[src/rtl/qtp_pkg.sv]
`default_nettype none
// ============================================================================
// qtp_pkg - shared types and constants for the queued tone player
// Sizes, band limits, prescaler codes, sequencer states and divider structs.
// ============================================================================
package qtp_pkg;

    localparam int QUEUE_DEPTH = 40;
    localparam int CLOCK_HZ    = 16000000;

    localparam int FREQ_W  = 16;
    localparam int DUR_W   = 16;
    localparam int ENTRY_W = FREQ_W + DUR_W;
    localparam int TOP_W   = 8;
    localparam int CODE_W  = 2;
    localparam int COUNT_W = 6;

    localparam int QUEUE_AW = (QUEUE_DEPTH > 1) ? $clog2(QUEUE_DEPTH) : 1;
    localparam int FILL_W   = $clog2(QUEUE_DEPTH + 1);
    localparam int TAIL_W   = FILL_W + 1;

    // divider: dividend is the clock rate, divisor is 2*f*prescaler
    localparam int DIVIDEND_W = $clog2(CLOCK_HZ + 1);
    localparam int DIVISOR_W  = FREQ_W + 4;
    localparam int STEP_W     = $clog2(DIVIDEND_W + 1);
    localparam int SHIFT_W    = 4;

    // lower edges of the prescaler bands, in Hz
    localparam logic [FREQ_W-1:0] BAND_DIV8_MIN   = FREQ_W'(3906);
    localparam logic [FREQ_W-1:0] BAND_DIV64_MIN  = FREQ_W'(488);
    localparam logic [FREQ_W-1:0] BAND_DIV256_MIN = FREQ_W'(122);

    typedef enum logic {
        MODE_PUSH = 1'b0,
        MODE_TICK = 1'b1
    } t_mode;

    typedef enum logic [CODE_W-1:0] {
        PRESC_DIV8    = 2'd0,
        PRESC_DIV64   = 2'd1,
        PRESC_DIV256  = 2'd2,
        PRESC_DIV1024 = 2'd3
    } t_presc;

    typedef enum logic [2:0] {
        S_IDLE,
        S_EXEC,
        S_START,
        S_LOAD,
        S_DIV,
        S_EMIT
    } t_state;

    typedef struct packed {
        logic                 start;
        logic [DIVISOR_W-1:0] divisor;
    } t_div_req;

    typedef struct packed {
        logic                  done;
        logic [DIVIDEND_W-1:0] quotient;
    } t_div_rsp;

    function automatic t_presc presc_band(input logic [FREQ_W-1:0] freq);
        t_presc code;
        if (freq >= BAND_DIV8_MIN) begin
            code = PRESC_DIV8;
        end else if (freq >= BAND_DIV64_MIN) begin
            code = PRESC_DIV64;
        end else if (freq >= BAND_DIV256_MIN) begin
            code = PRESC_DIV256;
        end else begin
            code = PRESC_DIV1024;
        end
        return code;
    endfunction

    // left shift giving 2*f*prescaler from f
    function automatic logic [SHIFT_W-1:0] presc_shift(input t_presc code);
        logic [SHIFT_W-1:0] sh;
        case (code)
            PRESC_DIV8:    sh = SHIFT_W'(4);
            PRESC_DIV64:   sh = SHIFT_W'(7);
            PRESC_DIV256:  sh = SHIFT_W'(9);
            PRESC_DIV1024: sh = SHIFT_W'(11);
            default:       sh = SHIFT_W'(11);
        endcase
        return sh;
    endfunction

endpackage
`default_nettype wire

[src/rtl/qtp_item_if.sv]
`default_nettype none
// ============================================================================
// qtp_item_if - input channel of the tone player
// One beat is a push (frequency, duration) or a one millisecond tick.
// ============================================================================
interface qtp_item_if;
    logic                           valid;
    logic                           ready;
    logic                           mode;
    logic [qtp_pkg::FREQ_W-1:0]     frequency;
    logic [qtp_pkg::DUR_W-1:0]      duration;

    modport source (output valid, output mode, output frequency, output duration,
                    input ready);
    modport sink   (input valid, input mode, input frequency, input duration,
                    output ready);
endinterface
`default_nettype wire

[src/rtl/qtp_result_if.sv]
`default_nettype none
// ============================================================================
// qtp_result_if - result channel of the tone player
// One beat per input beat: player status after that item.
// ============================================================================
interface qtp_result_if;
    logic                           valid;
    logic                           ready;
    logic                           playing;
    logic                           tone_on;
    logic [qtp_pkg::CODE_W-1:0]     prescaler_code;
    logic [qtp_pkg::TOP_W-1:0]      compare_top;
    logic [qtp_pkg::COUNT_W-1:0]    queue_count;
    logic                           dropped;

    modport source (output valid, output playing, output tone_on,
                    output prescaler_code, output compare_top, output queue_count,
                    output dropped, input ready);
    modport sink   (input valid, input playing, input tone_on,
                    input prescaler_code, input compare_top, input queue_count,
                    input dropped, output ready);
endinterface
`default_nettype wire

[src/rtl/qtp_div.sv]
`default_nettype none
// ============================================================================
// qtp_div - bit-serial restoring divider
// Divides the clock rate by the request divisor, one quotient bit per cycle.
// ============================================================================
module qtp_div (
    input  wire logic               i_clk,
    input  wire logic               i_rst_n,
    input  wire qtp_pkg::t_div_req  i_req,
    output qtp_pkg::t_div_rsp       o_rsp
);

    logic [qtp_pkg::DIVISOR_W-1:0]  r_dvs;
    logic [qtp_pkg::DIVISOR_W-1:0]  r_rem;
    logic [qtp_pkg::DIVIDEND_W-1:0] r_quo;
    logic [qtp_pkg::STEP_W-1:0]     r_cnt;
    logic                           r_run;
    logic                           r_done;

    logic [qtp_pkg::DIVISOR_W:0]    w_trial;
    logic [qtp_pkg::DIVISOR_W+1:0]  w_diff;
    logic                           w_fit;

    // shift in next dividend bit, trial subtract
    assign w_trial = {r_rem, r_quo[qtp_pkg::DIVIDEND_W-1]};
    assign w_diff  = {1'b0, w_trial} - {2'b00, r_dvs};
    assign w_fit   = ~w_diff[qtp_pkg::DIVISOR_W+1];

    always_ff @(posedge i_clk) begin
        if (!i_rst_n) begin
            r_run  <= 1'b0;
            r_done <= 1'b0;
            r_cnt  <= '0;
        end else begin
            r_done <= 1'b0;
            if (i_req.start) begin
                r_dvs <= i_req.divisor;
                r_rem <= '0;
                r_quo <= qtp_pkg::DIVIDEND_W'(qtp_pkg::CLOCK_HZ);
                r_cnt <= qtp_pkg::STEP_W'(qtp_pkg::DIVIDEND_W);
                r_run <= 1'b1;
            end else if (r_run) begin
                r_rem <= w_fit ? w_diff[qtp_pkg::DIVISOR_W-1:0]
                               : w_trial[qtp_pkg::DIVISOR_W-1:0];
                r_quo <= {r_quo[qtp_pkg::DIVIDEND_W-2:0], w_fit};
                r_cnt <= r_cnt - qtp_pkg::STEP_W'(1);
                if (r_cnt == qtp_pkg::STEP_W'(1)) begin
                    r_run  <= 1'b0;
                    r_done <= 1'b1;
                end
            end
        end
    end

    assign o_rsp.done     = r_done;
    assign o_rsp.quotient = r_quo;

endmodule
`default_nettype wire

[src/rtl/queued_tone_player_core.sv]
`default_nettype none
// ============================================================================
// queued_tone_player_core - buzzer tone sequencer with a tone queue
// Queues (frequency, duration) tones and works out the CTC timer setting.
// ============================================================================
// Usage:
//  - i_item carries one beat per item: mode 0 pushes a tone, mode 1 is a
//    one millisecond tick. i_item.ready is high only while the sequencer
//    is idle; one item is worked on at a time.
//  - o_result gives exactly one beat per item: playing, timer on/off,
//    prescaler code, compare top, queue fill and a drop flag for pushes.
//  - i_cfg_wr_en / i_cfg_wr_data write the sound enable bit; write only
//    while no item is in flight.
// After acceptance an item passes EXEC and then EMIT when no tone starts;
// START sits before EMIT when the queue runs dry, START and LOAD when a rest
// starts, and START, LOAD and DIV when a tone starts. The next beat can be
// taken in the same cycle as the result goes valid.
// The tone start time is set by the bit-serial divider, one quotient bit
// per cycle over the 24-bit clock rate.
// The result sits in an output register: a stalled receiver does not hold
// off the next input beat, only the emission of the following result.
// Reset (synchronous, active low) empties the queue, stops playback and
// clears the enable bit. Queue entries hold no reset value.
// ============================================================================
module queued_tone_player_core (
    input  wire logic       i_clk,
    input  wire logic       i_rst_n,
    input  wire logic       i_cfg_wr_en,
    input  wire logic       i_cfg_wr_data,
    qtp_item_if.sink        i_item,
    qtp_result_if.source    o_result
);

    // ---------------------------------------------------------------- state
    qtp_pkg::t_state                    r_state, n_state;
    logic                               r_sound_en;

    // captured item
    logic                               r_mode, n_mode;
    logic [qtp_pkg::FREQ_W-1:0]         r_freq, n_freq;
    logic [qtp_pkg::DUR_W-1:0]          r_dur, n_dur;
    logic                               r_dropped, n_dropped;

    // queue pointers
    logic [qtp_pkg::QUEUE_AW-1:0]       r_head, n_head;
    logic [qtp_pkg::FILL_W-1:0]         r_fill, n_fill;

    // playback and timer setting
    logic [qtp_pkg::DUR_W-1:0]          r_rem_ms, n_rem_ms;
    logic                               r_busy, n_busy;
    logic                               r_tone_on, n_tone_on;
    logic [qtp_pkg::CODE_W-1:0]         r_code, n_code;
    logic [qtp_pkg::TOP_W-1:0]          r_top, n_top;

    // result register
    logic                               r_out_valid, n_out_valid;
    logic                               r_out_playing, n_out_playing;
    logic                               r_out_tone_on, n_out_tone_on;
    logic [qtp_pkg::CODE_W-1:0]         r_out_code, n_out_code;
    logic [qtp_pkg::TOP_W-1:0]          r_out_top, n_out_top;
    logic [qtp_pkg::COUNT_W-1:0]        r_out_count, n_out_count;
    logic                               r_out_dropped, n_out_dropped;

    // tone queue memory, 1W1R, registered read
    logic [qtp_pkg::ENTRY_W-1:0]        r_queue_mem [qtp_pkg::QUEUE_DEPTH];
    logic [qtp_pkg::ENTRY_W-1:0]        r_rd_data;
    logic                               w_mem_we;
    logic                               w_mem_re;

    // ------------------------------------------------------------- datapath
    logic                               w_accept;
    logic                               w_emit;
    logic [qtp_pkg::TAIL_W-1:0]         w_tail_sum;
    logic [qtp_pkg::QUEUE_AW-1:0]       w_tail;
    logic                               w_full;
    logic                               w_fill_zero;
    logic                               w_last_ms;
    logic [qtp_pkg::FREQ_W-1:0]         w_rd_freq;
    logic [qtp_pkg::DUR_W-1:0]          w_rd_dur;
    qtp_pkg::t_presc                    w_band;
    qtp_pkg::t_div_req                  w_div_req;
    qtp_pkg::t_div_rsp                  w_div_rsp;

    assign w_accept    = i_item.valid && i_item.ready;
    assign w_emit      = !r_out_valid || o_result.ready;

    // tail = (head + fill) mod depth; the sum stays below twice the depth
    assign w_tail_sum  = qtp_pkg::TAIL_W'(r_head) + qtp_pkg::TAIL_W'(r_fill);
    assign w_tail      = (w_tail_sum >= qtp_pkg::TAIL_W'(qtp_pkg::QUEUE_DEPTH))
                       ? qtp_pkg::QUEUE_AW'(w_tail_sum
                                            - qtp_pkg::TAIL_W'(qtp_pkg::QUEUE_DEPTH))
                       : qtp_pkg::QUEUE_AW'(w_tail_sum);

    assign w_full      = (r_fill >= qtp_pkg::FILL_W'(qtp_pkg::QUEUE_DEPTH));
    assign w_fill_zero = (r_fill == '0);
    assign w_last_ms   = (r_rem_ms <= qtp_pkg::DUR_W'(1));

    // entry: frequency low, duration high
    assign w_rd_freq   = r_rd_data[qtp_pkg::FREQ_W-1:0];
    assign w_rd_dur    = r_rd_data[qtp_pkg::ENTRY_W-1:qtp_pkg::FREQ_W];
    assign w_band      = qtp_pkg::presc_band(w_rd_freq);

    qtp_div u_div (
        .i_clk   (i_clk),
        .i_rst_n (i_rst_n),
        .i_req   (w_div_req),
        .o_rsp   (w_div_rsp)
    );

    // ----------------------------------------------------------- next state
    always_comb begin
        n_state = r_state;
        case (r_state)
            qtp_pkg::S_IDLE: begin
                if (w_accept) begin
                    n_state = qtp_pkg::S_EXEC;
                end
            end
            qtp_pkg::S_EXEC: begin
                if (!r_sound_en) begin
                    n_state = qtp_pkg::S_EMIT;
                end else if (r_mode == qtp_pkg::MODE_PUSH) begin
                    n_state = r_busy ? qtp_pkg::S_EMIT : qtp_pkg::S_START;
                end else begin
                    n_state = (r_busy && w_last_ms) ? qtp_pkg::S_START
                                                    : qtp_pkg::S_EMIT;
                end
            end
            qtp_pkg::S_START: begin
                n_state = w_fill_zero ? qtp_pkg::S_EMIT : qtp_pkg::S_LOAD;
            end
            qtp_pkg::S_LOAD: begin
                n_state = (w_rd_freq == '0) ? qtp_pkg::S_EMIT : qtp_pkg::S_DIV;
            end
            qtp_pkg::S_DIV: begin
                if (w_div_rsp.done) begin
                    n_state = qtp_pkg::S_EMIT;
                end
            end
            qtp_pkg::S_EMIT: begin
                if (w_emit) begin
                    n_state = qtp_pkg::S_IDLE;
                end
            end
            default: begin
                n_state = qtp_pkg::S_IDLE;
            end
        endcase
    end

    // -------------------------------------------------------------- outputs
    always_comb begin
        n_mode        = r_mode;
        n_freq        = r_freq;
        n_dur         = r_dur;
        n_dropped     = r_dropped;
        n_head        = r_head;
        n_fill        = r_fill;
        n_rem_ms      = r_rem_ms;
        n_busy        = r_busy;
        n_tone_on     = r_tone_on;
        n_code        = r_code;
        n_top         = r_top;
        n_out_valid   = r_out_valid && !o_result.ready;
        n_out_playing = r_out_playing;
        n_out_tone_on = r_out_tone_on;
        n_out_code    = r_out_code;
        n_out_top     = r_out_top;
        n_out_count   = r_out_count;
        n_out_dropped = r_out_dropped;
        w_mem_we          = 1'b0;
        w_mem_re          = 1'b0;
        w_div_req.start   = 1'b0;
        w_div_req.divisor = qtp_pkg::DIVISOR_W'(w_rd_freq) << qtp_pkg::presc_shift(w_band);

        case (r_state)
            qtp_pkg::S_IDLE: begin
                if (w_accept) begin
                    n_mode    = i_item.mode;
                    n_freq    = i_item.frequency;
                    n_dur     = i_item.duration;
                    n_dropped = 1'b0;
                end
            end
            qtp_pkg::S_EXEC: begin
                if (r_sound_en) begin
                    if (r_mode == qtp_pkg::MODE_PUSH) begin
                        if (!w_full) begin
                            w_mem_we = 1'b1;
                            n_fill   = r_fill + qtp_pkg::FILL_W'(1);
                        end else begin
                            n_dropped = 1'b1;
                        end
                    end else if (r_busy && !w_last_ms) begin
                        n_rem_ms = r_rem_ms - qtp_pkg::DUR_W'(1);
                    end
                end
            end
            qtp_pkg::S_START: begin
                if (w_fill_zero) begin
                    // queue ran dry: go idle, timer off
                    n_busy    = 1'b0;
                    n_rem_ms  = '0;
                    n_tone_on = 1'b0;
                    n_code    = '0;
                    n_top     = '0;
                end else begin
                    w_mem_re = 1'b1;
                    n_head   = (r_head == qtp_pkg::QUEUE_AW'(qtp_pkg::QUEUE_DEPTH - 1))
                             ? '0 : r_head + qtp_pkg::QUEUE_AW'(1);
                    n_fill   = r_fill - qtp_pkg::FILL_W'(1);
                    n_busy   = 1'b1;
                end
            end
            qtp_pkg::S_LOAD: begin
                n_rem_ms = w_rd_dur;
                if (w_rd_freq == '0) begin
                    // rest
                    n_tone_on = 1'b0;
                    n_code    = '0;
                    n_top     = '0;
                end else begin
                    n_code          = w_band;
                    w_div_req.start = 1'b1;
                end
            end
            qtp_pkg::S_DIV: begin
                if (w_div_rsp.done) begin
                    // quotient of 0 wraps to 255
                    n_tone_on = 1'b1;
                    n_top     = qtp_pkg::TOP_W'(w_div_rsp.quotient)
                              - qtp_pkg::TOP_W'(1);
                end
            end
            qtp_pkg::S_EMIT: begin
                if (w_emit) begin
                    n_out_valid   = 1'b1;
                    n_out_playing = r_busy;
                    n_out_tone_on = r_tone_on;
                    n_out_code    = r_code;
                    n_out_top     = r_top;
                    n_out_count   = qtp_pkg::COUNT_W'(r_fill);
                    n_out_dropped = r_dropped;
                end
            end
            default: begin
            end
        endcase
    end

    // ------------------------------------------------------------ registers
    always_ff @(posedge i_clk) begin
        if (!i_rst_n) begin
            r_state     <= qtp_pkg::S_IDLE;
            r_sound_en  <= 1'b0;
            r_head      <= '0;
            r_fill      <= '0;
            r_rem_ms    <= '0;
            r_busy      <= 1'b0;
            r_tone_on   <= 1'b0;
            r_code      <= '0;
            r_top       <= '0;
            r_out_valid <= 1'b0;
        end else begin
            r_state     <= n_state;
            if (i_cfg_wr_en) begin
                r_sound_en <= i_cfg_wr_data;
            end
            r_head      <= n_head;
            r_fill      <= n_fill;
            r_rem_ms    <= n_rem_ms;
            r_busy      <= n_busy;
            r_tone_on   <= n_tone_on;
            r_code      <= n_code;
            r_top       <= n_top;
            r_out_valid <= n_out_valid;
        end
    end

    // payload, no reset
    always_ff @(posedge i_clk) begin
        r_mode        <= n_mode;
        r_freq        <= n_freq;
        r_dur         <= n_dur;
        r_dropped     <= n_dropped;
        r_out_playing <= n_out_playing;
        r_out_tone_on <= n_out_tone_on;
        r_out_code    <= n_out_code;
        r_out_top     <= n_out_top;
        r_out_count   <= n_out_count;
        r_out_dropped <= n_out_dropped;
    end

    // queue memory
    always_ff @(posedge i_clk) begin
        if (w_mem_we) begin
            r_queue_mem[w_tail] <= {r_dur, r_freq};
        end
        if (w_mem_re) begin
            r_rd_data <= r_queue_mem[r_head];
        end
    end

    // ---------------------------------------------------------------- ports
    assign i_item.ready            = (r_state == qtp_pkg::S_IDLE);
    assign o_result.valid          = r_out_valid;
    assign o_result.playing        = r_out_playing;
    assign o_result.tone_on        = r_out_tone_on;
    assign o_result.prescaler_code = r_out_code;
    assign o_result.compare_top    = r_out_top;
    assign o_result.queue_count    = r_out_count;
    assign o_result.dropped        = r_out_dropped;

    // ----------------------------------------------------------- assertions
    a_fill_bound: assert property (@(posedge i_clk) disable iff (!i_rst_n)
        r_fill <= qtp_pkg::FILL_W'(qtp_pkg::QUEUE_DEPTH))
        else $error("queue fill above depth");

    a_idle_silent: assert property (@(posedge i_clk) disable iff (!i_rst_n)
        !r_busy |-> !r_tone_on)
        else $error("timer on while player idle");

    a_div_done_in_div: assert property (@(posedge i_clk) disable iff (!i_rst_n)
        w_div_rsp.done |-> (r_state == qtp_pkg::S_DIV))
        else $error("divider done outside divide state");

    a_accept_exec: assert property (@(posedge i_clk) disable iff (!i_rst_n)
        w_accept |=> (r_state == qtp_pkg::S_EXEC))
        else $error("accepted beat not executed");

endmodule
`default_nettype wire

[src/flat_wrapper.sv]
// flat-port wrapper written by rule: the top's interface ports become plain ports
module queued_tone_player_core_flat 
  (i_clk, i_rst_n, i_cfg_wr_en, i_cfg_wr_data, i_item_valid, i_item_mode, i_item_frequency, i_item_duration, i_item_ready, o_result_valid, o_result_playing, o_result_tone_on, o_result_prescaler_code, o_result_compare_top, o_result_queue_count, o_result_dropped, o_result_ready);
  qtp_item_if i_item_i ();
  qtp_result_if o_result_i ();
  input  wire logic i_clk;
  input  wire logic i_rst_n;
  input  wire logic i_cfg_wr_en;
  input  wire logic i_cfg_wr_data;
  input wire logic [$bits(i_item_i.valid)-1:0] i_item_valid;
  input wire logic [$bits(i_item_i.mode)-1:0] i_item_mode;
  input wire logic [$bits(i_item_i.frequency)-1:0] i_item_frequency;
  input wire logic [$bits(i_item_i.duration)-1:0] i_item_duration;
  output wire logic [$bits(i_item_i.ready)-1:0] i_item_ready;
  output wire logic [$bits(o_result_i.valid)-1:0] o_result_valid;
  output wire logic [$bits(o_result_i.playing)-1:0] o_result_playing;
  output wire logic [$bits(o_result_i.tone_on)-1:0] o_result_tone_on;
  output wire logic [$bits(o_result_i.prescaler_code)-1:0] o_result_prescaler_code;
  output wire logic [$bits(o_result_i.compare_top)-1:0] o_result_compare_top;
  output wire logic [$bits(o_result_i.queue_count)-1:0] o_result_queue_count;
  output wire logic [$bits(o_result_i.dropped)-1:0] o_result_dropped;
  input wire logic [$bits(o_result_i.ready)-1:0] o_result_ready;
  assign i_item_i.valid = i_item_valid;
  assign i_item_i.mode = i_item_mode;
  assign i_item_i.frequency = i_item_frequency;
  assign i_item_i.duration = i_item_duration;
  assign i_item_ready = i_item_i.ready;
  assign o_result_valid = o_result_i.valid;
  assign o_result_playing = o_result_i.playing;
  assign o_result_tone_on = o_result_i.tone_on;
  assign o_result_prescaler_code = o_result_i.prescaler_code;
  assign o_result_compare_top = o_result_i.compare_top;
  assign o_result_queue_count = o_result_i.queue_count;
  assign o_result_dropped = o_result_i.dropped;
  assign o_result_i.ready = o_result_ready;
  queued_tone_player_core u_core (.i_clk(i_clk), .i_rst_n(i_rst_n), .i_cfg_wr_en(i_cfg_wr_en), .i_cfg_wr_data(i_cfg_wr_data), .i_item(i_item_i), .o_result(o_result_i));
endmodule
[config.mk]
export PLATFORM = sky130hd
export DESIGN_NAME = queued_tone_player_core_flat
export DESIGN_NICKNAME = d
export VERILOG_FILES = /design/src/rtl/qtp_pkg.sv /design/src/rtl/qtp_item_if.sv /design/src/rtl/qtp_result_if.sv /design/src/rtl/qtp_div.sv /design/src/rtl/queued_tone_player_core.sv /design/src/flat_wrapper.sv
export SDC_FILE = /design/constraint.sdc
export NUM_CORES = 2
export LEC_CHECK = 0
export BUFFER_PORTS_ARGS = -buffer_cell sky130_fd_sc_hd__buf_2
export CAP_MARGIN = 40
export CORE_MARGIN = 2
export CORE_UTILIZATION = 31
export DETAILED_ROUTE_END_ITERATION = 8
export PLACE_DENSITY_LB_ADDON = 0.05
export REMOVE_ABC_BUFFERS = 1
export SYNTH_ARGS = -nofsm -noshare
export SYNTH_HDL_FRONTEND = slang
export SYNTH_SLANG_ARGS = --single-unit
export TNS_END_PERCENT = 10
[constraint.sdc]
create_clock -name i_clk -period 9.13 [get_ports i_clk]
set_input_delay 1.826 -clock i_clk [delete_from_list [all_inputs] [get_ports i_clk]]
set_output_delay 1.826 -clock i_clk [all_outputs]
set_load 0.01 [all_outputs]
==> summary.txt <==
Logic synthesis
  • Synth Warn #: 0
  • Post-synth cell types: 72
  • Primary FF master, synth: edfxtp_1
  • Async SR Flop Fraction: 0%
  • Syn Area/Cell: 20.6 um2
  • Syn Std Cell Area: 0.0583 mm2
  • Post-synth EDFFs: 1,429
  • Cells after synthesis: 2,828
  • Register area share after synthesis: 75.4%
  • Number of synthesized register bits: 1,481

CTS
  • Post CTS Setup Buffer Count: 0
  • Sink Count: 1,481
  • Root Driver: clkbuf_16
  • Hold_buf cts: 0
  • Clock tree buffer depth: 3
  • H-tree Lvls: 4
  • Clock-pin slew on the worst setup and hold paths: 0.06 ns
  • Clock buffer count from CTS: 169
  • TritonCTS clock tree: yes
  • Later-pin clock latency in the skew report: 0.80 ns
  • PostCTS Resize Cnt: 0

Global routing
  • Initial antenna violation count: 13
  • Global-route wire length before repair: 231 mm
  • Number of global-route vias before repair: 29.9k
  • Pin count of the biggest net entering global routing: 110
  • Grt total ovfl: 0
  • Total GRT Usage: 17.1%

Floorplanning
  • Core area: 0.187 mm2
  • Io pins: 60
  • Die height: 438 um
  • Die area: 0.191 mm2
  • Effective utilization at floorplan: 31.1%
  • # rows: 159
  • Die W: 438 um

Placement
  • I/O Buffers: 59
  • Pre-CTS setup slack: 4.24 ns
  • RePlAce Congestion: 0.765
  • Post-Place Cell Area: 0.0626 mm2
  • DP Wirelength: 98.3 mm

STA
  • Final hold viol count: 0
  • Final Skew: 0.0292 ns
  • Final slew viol count: 0
  • Max Fclk: 0.208 GHz
  • Sum Neg Setup Slack: 0 ns
  • Tcrit/Tclk final: 52.7%
  • Slew of the pin with the lowest slew margin: 1.07 ns
  • Setup Viol. Count Final: 0
  • Setup WS post-layout: 4.32 ns
  • Period minus WS final: 4.81 ns
  • RSZ-0062 raised after global routing: no
  • Max_slew headroom: 29.0%

Pwr
  • Clock share of power: 45.6%
  • Sequential share of power: 51.9%
  • Leakage power: 20.8 nW
  • VDD IR max: 0.137 mV
  • Power Density: 214 mW/mm2
  • Sw Share: 21.3%
  • Comb pwr share: 2.5%
  • NetSw: 0.00310 W
  • Internal power: 0.0114 W

Setup path
  • Critical path launch point type: register
  • Critical path origin: u_core.r_head[0]
  • Crit. End Element: register
  • FF-to-FF setup slack: 4.32 ns
  • Crit Path Class: reg -> reg
  • CP Max Fanout: 24
  • Worst Path Arrival: 5.25 ns
  • Required time of the critical path: 9.57 ns
  • Worst r2r src: u_core.r_head[0]

Layout
  • Seq. cell area: 0.0440 mm2
  • Fillers: 17.2k
  • Synth-to-layout area growth: 16.7%
  • Fin area: 0.0680 mm2
  • Commonest non-fill, non-tap cell in the layout: edfxtp_1
  • Area occupied by multi-input gates: 0.0139 mm2
  • Share of post-route cells with drive strength above 1: 27.4%
  • Final #Nets: 3,112
  • Most frequent cells in the layout: 1,429 x edfxtp_1, 384 x mux4_2, 171 x clkbuf_16

Route
  • Drt first pass iters: 5
  • Via count of the routed design: 28.4k
  • DRT antenna net count: 0
  • DRT iter0 DRCs: 2,510
  • Vias per std cell: 5.00
  • Final wirelength: 164 mm
  • WL per Instance: 28.8 um
  • DRC: 0

Hold path
  • Worst min path class: reg -> reg
  • Worst hold path startpoint: u_core.r_dropped

Run
  • MaxCap Viol Count: 0

Run status
  • Outcome: completed
-- kinds of logic after synthesis --
group                    count (synthesis)  share of synthesized area [%]
AO/OA/AOI/OAI                          260                           3.04
adder cells (fa/ha/maj)                 40                          0.898
AND/OR/NAND/NOR                        421                           3.50
flip-flops                            1481                           75.4
multiplexers                           411                           15.3
XOR/XNOR                                34                          0.511
other                                    1                        0.00644
buffers and inverters                  180                           1.31
-- routing by layer --
layer | part of all wire (%) | track usage (%) | up-vias
met1 | 46 | 24.2 | 15337
met2 | 48 | 27.6 | 724
met5 | 0 | 0 | -
met3 | 4.6 | 2.94 | 178
met4 | 1.7 | 3.89 | 0
li1 | - | - | 12168
-- synthesized netlist by cell type (4+ instances only) --
library cell,number,share of area [%]
buf_1,14,0.090
or4_1,6,0.077
buf_4,4,0.052
o22ai_1,4,0.043
clkbuf_1,80,0.52
a31oi_1,4,0.043
or3_1,4,0.043
nor2b_1,23,0.25
buf_2,35,0.30
xnor2_1,24,0.36
a21boi_0,11,0.14
mux2i_1,25,0.43
o21ai_0,54,0.46
and3_1,5,0.054
xor2_1,10,0.15
o31ai_1,8,0.10
o21a_1,8,0.10
nand2_1,117,0.75
nand4_1,5,0.054
nor3_1,21,0.18
a211oi_1,14,0.18
edfxtp_1,1429,74
dfxtp_1,52,1.8
nor2_1,106,0.68
nand3_1,38,0.33
inv_1,43,0.28
mux4_2,384,15
a31o_2,5,0.075
o21ai_1,4,0.034
and2_1,22,0.24
nor4_1,10,0.11
nand2b_1,47,0.50
a21o_1,7,0.090
ha_1,37,0.79
o211ai_1,41,0.53
a21oi_1,36,0.31
a22oi_1,33,0.43
-- area by class of cell --
class / instances / area share [%]
flip-flops and latches: 1481 / 64.6
multi-input cells: 1170 / 20.5
clock buffers: 214 / 6.56
well taps: 2495 / 4.59
repair buffers: 168 / 2.09
clock inverters: 99 / 1.36
inverters: 43 / 0.237
diodes: 10 / 0.0368
-- registers in the layout, indices dropped and copies added (netlist names), 6 cells and up --
signal,flops
u_core.o_result.compare_top,8
u_core.o_result.queue_count,6
u_core.r_dur,16
u_core.r_fill,6
u_core.r_freq,16
u_core.r_head,6
u_core.r_queue_mem,1280
u_core.r_rd_data,32
u_core.r_rem_ms,16
u_core.r_top,8
u_core.u_div.r_dvs,20
u_core.u_div.r_quo,24
u_core.u_div.r_rem,20
-- power by group through the flow --
stage          clock network [W]  registers [W]  logic (W)
2_1_floorplan                  0        0.00775   0.000102
3_3_place_gp                   0        0.00769   0.000357
3_5_place_dp                   0        0.00769   0.000375
4_1_cts                  0.00685        0.00754   0.000375
5_1_grt                  0.00709        0.00755   0.000401
6_report                 0.00663        0.00755   0.000361
-- final timing paths --
path / endpoint / cells past startpoint
worst max-delay path: u_core.r_queue_mem[6][14] / 14
worst min-delay path: u_core.o_result.dropped / 0
worst max register to register: u_core.r_queue_mem[6][14] / 14
worst min register to register: u_core.o_result.dropped / 0
-- worst max-delay path, cell delays in order, from the launching register on --
cell and delay (ns):
dfxtp_4 0.70, ha_1 0.30, inv_1 0.07, fa_1 0.43, nor2b_1 0.14, o21a_1 0.21
nor3_1 0.08, nor2_1 0.28, inv_1 0.09, ha_1 0.36, nand2_1 0.13, o21ai_0 0.25
o21ai_2 0.29, nor2_4 0.61, buf_4 0.47
-- stage by stage --
| step | hold WS [ns] | power (W) | cells | utilization [%] |
|---|---|---|---|---|
| final | 0.424 | 0.0145 | 5680 | 36.3 |
| after global routing | 0.441 | 0.0150 | 5672 | 36.3 |
| after CTS | 0.427 | 0.0148 | 5669 | 36.3 |
| after detailed placement | 0.410 | 0.00806 | 5356 | 33.4 |
| after global placement | 0.413 | 0.00804 | 5331 | 33.2 |
| after floorplan | 0.400 | 0.00785 | 2694 | - |
Power figures use the tool's default switching activity.
